## config.mk

```make
export PLATFORM = sky130hd
export DESIGN_NAME = rank_reduction_flat
export DESIGN_NICKNAME = d
export VERILOG_FILES = /design/src/rtl/rr_pkg.sv /design/src/rtl/rr_if.sv /design/src/rtl/rr_store.sv /design/src/rtl/rank_reduction.sv /design/src/flat_wrapper.sv
export SDC_FILE = /design/constraint.sdc
export NUM_CORES = 2
export LEC_CHECK = 0
export BUFFER_PORTS_ARGS = -buffer_cell sky130_fd_sc_hd__buf_2
export CAP_MARGIN = 20
export CORE_AREA = 2 2 420 422
export CTS_CLUSTER_DIAMETER = 120
export DETAILED_ROUTE_END_ITERATION = 6
export DIE_AREA = 0 0 422 424
export PLACE_DENSITY = 0.71
export SETUP_SLACK_MARGIN = 0.02
export SLEW_MARGIN = 10
export SYNTH_ARGS = -nofsm -noshare
export SYNTH_HDL_FRONTEND = slang
export SYNTH_SLANG_ARGS = --single-unit
```

## constraint.sdc

```tcl
create_clock -name clk -period 3.25 [get_ports clk]
set_input_delay 0 -clock clk [delete_from_list [all_inputs] [get_ports clk]]
set_output_delay 0 -clock clk [all_outputs]
set_load 0.05 [all_outputs]
```

## src/rtl/rr_pkg.sv

```systemverilog
// Shared constants and types for the rank reduction block.
`default_nettype none

package rr_pkg;

    localparam int MAX_VALUES = 64;
    localparam int ADDR_W     = (MAX_VALUES > 1) ? $clog2(MAX_VALUES) : 1;
    localparam int CNT_W      = $clog2(MAX_VALUES + 1);
    localparam int VALUE_W    = 32;
    localparam int RANK_W     = 6;

    typedef logic signed [VALUE_W-1:0] value_t;

    // Write port of the value store.
    typedef struct packed {
        logic              en;
        logic [ADDR_W-1:0] addr;
        value_t            data;
    } rr_wr_t;

endpackage

`default_nettype wire

```

## src/rtl/rr_if.sv

```systemverilog
// Valid/ready channel interfaces for the sample input and the rank output.
`default_nettype none

interface rr_in_if;
    import rr_pkg::*;

    logic   valid;
    logic   ready;
    value_t sample_value;
    logic   final_item;

    modport source (output valid, output sample_value, output final_item, input ready);
    modport sink (input valid, input sample_value, input final_item, output ready);
endinterface

interface rr_out_if;
    import rr_pkg::*;

    logic              valid;
    logic              ready;
    logic [RANK_W-1:0] rank;
    logic              final_rank;
    logic              overflow;

    modport source (output valid, output rank, output final_rank, output overflow, input ready);
    modport sink (input valid, input rank, input final_rank, input overflow, output ready);
endinterface

`default_nettype wire

```

## src/rtl/rr_store.sv

```systemverilog
// Value store: one write port and one read port with registered read data.
`default_nettype none

module rr_store (
    input  wire logic                      clk,
    input  wire rr_pkg::rr_wr_t            wr,
    input  wire logic [rr_pkg::ADDR_W-1:0] rd_addr,
    output rr_pkg::value_t                 rd_data
);
    import rr_pkg::*;

    value_t mem [MAX_VALUES];
    value_t rd_data_reg;

    always_ff @(posedge clk)
    begin
        if (wr.en)
        begin
            mem[wr.addr] <= wr.data;
        end
        rd_data_reg <= mem[rd_addr];
    end

    assign rd_data = rd_data_reg;

endmodule

`default_nettype wire

```

## src/rtl/rank_reduction.sv

```systemverilog
// Top level of the rank reduction block: loads a set of values, then emits their ranks.
// Ranks are worked out one at a time once the last item is accepted: for each rank the
// one read port fetches the rank's own key, then walks all stored values through one
// comparator, and the rank waits in the hold state until the output register is free.
// Samples are taken one per cycle while a set loads, and none while ranks run. Reset (rst_n,
// asynchronous) clears the count, the overflow flag and the sequencer, but not the store.
`default_nettype none

module rank_reduction (
    input  wire logic clk,
    input  wire logic rst_n,
    rr_in_if.sink     samples,
    rr_out_if.source  ranks
);
    import rr_pkg::*;

    typedef enum logic [2:0] {
        S_IDLE,
        S_FETCH,
        S_KEY,
        S_WALK,
        S_HOLD
    } state_t;

    state_t            state_reg;
    logic [CNT_W-1:0]  count_reg;
    logic              ovf_reg;
    logic [ADDR_W-1:0] pos_reg;
    logic [ADDR_W-1:0] cmp_idx_reg;
    logic [ADDR_W-1:0] acc_reg;
    value_t            key_reg;

    logic              out_valid_reg;
    logic [RANK_W-1:0] rank_reg;
    logic              final_rank_reg;
    logic              overflow_reg;

    rr_wr_t            wr;
    logic [ADDR_W-1:0] rd_addr;
    value_t            rd_data;

    logic              in_accept;
    logic              store_full;
    logic              walk_last;
    logic              pos_last;
    logic              counts;
    logic              out_free;

    rr_store u_store (
        .clk     (clk),
        .wr      (wr),
        .rd_addr (rd_addr),
        .rd_data (rd_data)
    );

    assign samples.ready = (state_reg == S_IDLE);
    assign in_accept     = samples.valid && samples.ready;
    assign store_full    = (count_reg == CNT_W'(MAX_VALUES));

    // A new value goes to the next free entry unless the store is already full.
    assign wr.en   = in_accept && !store_full;
    assign wr.addr = count_reg[ADDR_W-1:0];
    assign wr.data = samples.sample_value;

    // The fetch state reads the key of the value being ranked; afterwards the walk
    // reads entry cmp_idx+1 while entry cmp_idx is on the read data.
    always_comb
    begin
        case (state_reg)
            S_FETCH: rd_addr = pos_reg;
            S_KEY:   rd_addr = '0;
            default: rd_addr = cmp_idx_reg + ADDR_W'(1);
        endcase
    end

    assign walk_last = ((CNT_W'(cmp_idx_reg) + CNT_W'(1)) == count_reg);
    assign pos_last  = ((CNT_W'(pos_reg) + CNT_W'(1)) == count_reg);

    // A stored value counts toward the rank if it is smaller, or equal and earlier.
    assign counts = (rd_data < key_reg) || ((rd_data == key_reg) && (cmp_idx_reg < pos_reg));

    assign out_free = !out_valid_reg || ranks.ready;

    always_ff @(posedge clk or negedge rst_n)
    begin
        if (!rst_n)
        begin
            state_reg      <= S_IDLE;
            count_reg      <= '0;
            ovf_reg        <= 1'b0;
            pos_reg        <= '0;
            cmp_idx_reg    <= '0;
            acc_reg        <= '0;
            key_reg        <= '0;
            out_valid_reg  <= 1'b0;
            rank_reg       <= '0;
            final_rank_reg <= 1'b0;
            overflow_reg   <= 1'b0;
        end
        else
        begin
            // In the hold state the output register is refilled whenever it frees up,
            // so the plain drain applies only in the other states.
            if (out_valid_reg && ranks.ready && (state_reg != S_HOLD))
            begin
                out_valid_reg <= 1'b0;
            end

            case (state_reg)
                S_IDLE:
                begin
                    if (in_accept)
                    begin
                        if (store_full)
                        begin
                            ovf_reg <= 1'b1;
                        end
                        else
                        begin
                            count_reg <= count_reg + CNT_W'(1);
                        end
                        if (samples.final_item)
                        begin
                            pos_reg   <= '0;
                            state_reg <= S_FETCH;
                        end
                    end
                end

                S_FETCH:
                begin
                    state_reg <= S_KEY;
                end

                S_KEY:
                begin
                    key_reg     <= rd_data;
                    cmp_idx_reg <= '0;
                    acc_reg     <= '0;
                    state_reg   <= S_WALK;
                end

                S_WALK:
                begin
                    if (counts)
                    begin
                        acc_reg <= acc_reg + ADDR_W'(1);
                    end
                    if (walk_last)
                    begin
                        state_reg <= S_HOLD;
                    end
                    else
                    begin
                        cmp_idx_reg <= cmp_idx_reg + ADDR_W'(1);
                    end
                end

                S_HOLD:
                begin
                    if (out_free)
                    begin
                        out_valid_reg  <= 1'b1;
                        rank_reg       <= RANK_W'(acc_reg);
                        final_rank_reg <= pos_last;
                        overflow_reg   <= ovf_reg;
                        if (pos_last)
                        begin
                            // The whole set has been ranked: start a new one.
                            count_reg <= '0;
                            ovf_reg   <= 1'b0;
                            state_reg <= S_IDLE;
                        end
                        else
                        begin
                            pos_reg   <= pos_reg + ADDR_W'(1);
                            state_reg <= S_FETCH;
                        end
                    end
                end

                default:
                begin
                    state_reg <= S_IDLE;
                end
            endcase
        end
    end

    assign ranks.valid      = out_valid_reg;
    assign ranks.rank       = rank_reg;
    assign ranks.final_rank = final_rank_reg;
    assign ranks.overflow   = overflow_reg;

endmodule

`default_nettype wire
```

## src/flat_wrapper.sv

```systemverilog
// flat-port wrapper written by rule: the top's interface ports become plain ports
module rank_reduction_flat import rr_pkg::*;
  (clk, rst_n, samples_valid, samples_sample_value, samples_final_item, samples_ready, ranks_valid, ranks_rank, ranks_final_rank, ranks_overflow, ranks_ready);
  rr_in_if samples_i ();
  rr_out_if ranks_i ();
  input  wire logic clk;
  input  wire logic rst_n;
  input wire logic [$bits(samples_i.valid)-1:0] samples_valid;
  input wire logic [$bits(samples_i.sample_value)-1:0] samples_sample_value;
  input wire logic [$bits(samples_i.final_item)-1:0] samples_final_item;
  output wire logic [$bits(samples_i.ready)-1:0] samples_ready;
  output wire logic [$bits(ranks_i.valid)-1:0] ranks_valid;
  output wire logic [$bits(ranks_i.rank)-1:0] ranks_rank;
  output wire logic [$bits(ranks_i.final_rank)-1:0] ranks_final_rank;
  output wire logic [$bits(ranks_i.overflow)-1:0] ranks_overflow;
  input wire logic [$bits(ranks_i.ready)-1:0] ranks_ready;
  assign samples_i.valid = samples_valid;
  assign samples_i.sample_value = samples_sample_value;
  assign samples_i.final_item = samples_final_item;
  assign samples_ready = samples_i.ready;
  assign ranks_valid = ranks_i.valid;
  assign ranks_rank = ranks_i.rank;
  assign ranks_final_rank = ranks_i.final_rank;
  assign ranks_overflow = ranks_i.overflow;
  assign ranks_i.ready = ranks_ready;
  rank_reduction u_core (.clk(clk), .rst_n(rst_n), .samples(samples_i), .ranks(ranks_i));
endmodule
```

==> summary.txt <==
Worst hold path
  • Hold Path Sink: u_core.u_store.mem[8][22]
  • Min-delay src: samples_sample_value[22]
  • Worst hold stages: 2
  • Worst hold path class: primary input to flip-flop

Global routing
  • First-pass GRT wire length: 370 mm
  • GRT Overall Usage: 28.0%
  • Largest net degree at the start of global routing: 119
  • GRT met1 Usage: 36.6%
  • Grt total ovfl: 0
  • Antenna violations before repair: 8
  • Busiest grt layer: met2
  • Met3 Resource Use GR: 6.96%
  • Met2 usage: approximately 44%
  • Vias in the first global route: 56.4k

Power and ir drop
  • Max VDD drop: 0.788 mV
  • Clock share of power: 24.2%
  • Comb power frac: 41.7%
  • Pleak: 0.0350 µW
  • Int Pwr: 57100 µW
  • Total Power: 92900 µW
  • Net Sw Frac: 38.5%
  • Power share of the sequential group: 34.1%
  • Pwr dens: 922 nW/µm²
  • Net switching power: 35700 µW

Cells and area
  • Fillers: 13.5k
  • Share of layout cells above drive strength 1: 12.6%
  • Most frequent cells in the layout: 2048 x edfxtp_1, 1985 x nand2_1, 1136 x nand3_1
  • Final instance area: 101000 µm²
  • Number of flip-flops in the largest register: 2048
  • Final Util: a little under three fifths
  • Register area: roughly 64000 µm²
  • Post-layout nets: 7163
  • Multi-input gate area: 21100 µm²
  • Area delta synth->final: 16.2%
  • Commonest non-fill, non-tap cell in the layout: edfxtp_1

Placement
  • GPL Wtd Cong: 0.887
  • Input/output buffers: 46
  • DPL Wire Length: 144 mm
  • Post-place instance area: roughly 93000 µm²

Floorplan
  • Core area: 175000 µm²
  • Initial Util: 49.5%
  • Row count: 154
  • Die area: between 150000 and 200000 µm²
  • I/O Pins: 47
  • Die W: 422 µm
  • Height of the die: 424 µm

Timing
  • Relative slew slack: a little over a fifth
  • Worst slew pin tran: between 1000 and 1500 ps
  • Highest clock rate: 0.315 GHz
  • Final Cycle Share: 97.6%
  • Final Max Slew Viols: 0
  • Setup violators final: 0
  • RSZ-0062 raised after global routing: yes
  • Fin. Hold Viols: 0
  • Final Skew: 26.6 ps
  • Minimum clock period: about 3200 ps

Critical path
  • WS Path Type: flip-flop to flip-flop
  • FF-to-FF End: u_core.u_store.rd_data[12]
  • Worst reg2reg path depth: 12
  • R2R setup slack: 80 ps
  • CP Data Required Time: 4010 ps
  • CP endpoint kind: flip-flop
  • Slowest CP cell: a221oi_1
  • CP Launch Type: flip-flop
  • Cell Chain, Critical Path: ha_4 -> nor3b_4 -> a211o_4 -> buf_12 -> buf_12 -> mux2i_1 -> a221oi_1 -> a311oi_1 -> a311oi_1 -> buf_4 -> a31oi_1 -> a22oi_1
  • Worst-path fanout max: 27
  • R2R Path Start: u_core.cmp_idx_reg[0]
  • Crit path arrival time: ~4000 ps
  • Crit-path max cell delay: 420 ps

Drt
  • Antenna viol nets, final: 0
  • Via count: 59.4k
  • Drt drc: 2
  • Drt first pass iters: 7
  • Routed len/inst: about 27 µm
  • Routed vias/inst: 6.19
  • Final Routed Wirelength: about 260 mm
  • Starting DRT DRC Count: 8496

CTS
  • Htree depth: 4
  • Worst-path clk slew: approximately 60 ps
  • CTS tree: done
  • Max Root-Sink Buffers: 3
  • TritonCTS Buffers: between 200 and 250
  • Root buffer cell: clkbuf_16
  • Sink Count: 2150
  • Clk_lat worst skew: 860 ps

Yosys
  • Cell taking the most area after synthesis: edfxtp_1
  • Netlist cell types: 61
  • Yosys reg bits: 2150
  • Syn_area_per_cell: 12.7 µm²
  • Number of enable flip-flop cells after synthesis: just over 2k
  • Area contributors post-synth: edfxtp_1 71%, nand2_1 8.6%, nand3_1 6.6%
  • Cell count after synthesis: 6821
  • Synth Cell Area: 86600 µm²
  • Synth Warn #: 0
  • Sequential-to-total area share from yosys stat: 73.7%
  • Fraction of registers with async set/reset: 3.26%
  • Post-synth net total: 6900
  • Ys flop type: edfxtp_1
  • Synth top area share: 71.0%

Status
  • Failing checks: DRC
  • Status: complete, but fails checks

Run
  • Max_cap viols: 0
==> metrics by stage <==
step           hold slack (ps)  setup WS [ps]  setup TNS, ps  std cells
2_1_floorplan             -296           -327        -479370       6821
3_3_place_gp               200           -274          -1170       9150
3_5_place_dp               211           -256          -1680       9152
4_1_cts                   64.5           3.16              0       9571
5_1_grt                   89.6          -15.8          -30.0       9597
6_report                  97.9           77.1              0       9600
==> what timing repair did <==
item	in CTS	in global routing
resized for setup	26	46
buffers inserted	4	12
cloned	0	8
endpoints found under the setup margin	26	31
pin swaps	2	6
hold buffers	39	0
hold endpoints to repair	1516	0
==> power by group through the flow <==
stage / logic [µW] / registers, µW / clock network (µW)
global route: 41900 / 31700 / 23700
CTS: 37100 / 31600 / 22600
finish: 38700 / 31600 / 22500
floorplan: 23700 / 32000 / 0
detailed placement: 36500 / 32200 / 0
global placement: 35700 / 32200 / 0
==> routing by layer <==
| metal | wire, µm | up-vias |
|---|---|---|
| li1 | - | 25600 |
| met1 | 94200 | 29300 |
| met2 | 119000 | 3914 |
| met3 | 31800 | 665 |
| met4 | 12200 | 8 |
| met5 | 86 | - |
==> worst max-delay path by stage <==
stage                     startpoint                          to  slack, ps  cells after the start
6_report       u_core.cmp_idx_reg[0]  u_core.u_store.rd_data[12]         80                     12
2_1_floorplan    u_core.count_reg[5]   u_core.u_store.mem[30][0]       -330                      9
3_3_place_gp   u_core.cmp_idx_reg[0]  u_core.u_store.rd_data[29]       -270                     13
4_1_cts        u_core.cmp_idx_reg[0]  u_core.u_store.rd_data[29]          3                     12
3_5_place_dp   u_core.cmp_idx_reg[0]  u_core.u_store.rd_data[29]       -260                     13
5_1_grt            u_core.pos_reg[1]  u_core.u_store.rd_data[28]        -20                     11
==> critical path: cells and delay by family (launching register included) <==
kind,cells,cell delay (ps)
flops,1,400
fa+ha+maj,1,270
compound gates,6,1540
mux,1,130
buf+inv,3,570
simple gates,1,160
==> layout make-up <==
class / count / area share, %
Inverter: 76 / 0.283
Sequential cell: 2150 / 63.4
Antenna cell: 4 / 0.00994
Timing Repair Buffer: 535 / 6.17
Tap cell: 2340 / 2.91
Clock buffer: 268 / 5.41
Clock inverter: 108 / 0.785
Multi-Input combinational cell: 4119 / 21.0
==> Yosys cell counts (4+ instances only) <==
library cell / n
a311oi_1: 161
a211oi_1: 34
xnor2_1: 9
nor2b_1: 4
a31oi_1: 40
nand3b_1: 5
nand2_1: 1986
a22oi_1: 32
and2_1: 7
buf_1: 51
ha_1: 42
dfrtp_1: 70
a41o_1: 4
a2111oi_0: 32
edfxtp_1: 2048
a21oi_1: 112
mux2i_1: 33
nor2_1: 98
a311o_1: 65
nand2b_1: 5
nor3_1: 66
inv_1: 75
a21o_1: 16
buf_4: 4
mux2_2: 12
a221oi_1: 32
o21a_1: 4
a211o_1: 4
xor2_1: 13
dfxtp_1: 32
o21ai_0: 47
clkbuf_1: 195
nand4_1: 12
nor4_1: 4
nand3_1: 1137
and3_1: 72
buf_2: 225
==> logic make-up (layout without fill, tap and decap cells) <==
logic type      count (synthesis)  count (layout)  synth area share [%]
flops                        2150            2150                  73.7
xor+xnor                       22              22                 0.222
other cells                     0               4                     0
simple gates                 3408            3408                  16.9
mux                            45              45                 0.537
compound gates                602             602                  5.26
fa+ha+maj                      42              42                 0.607
buf+inv                       552             987                  2.74
Power figures use the tool's default switching activity.
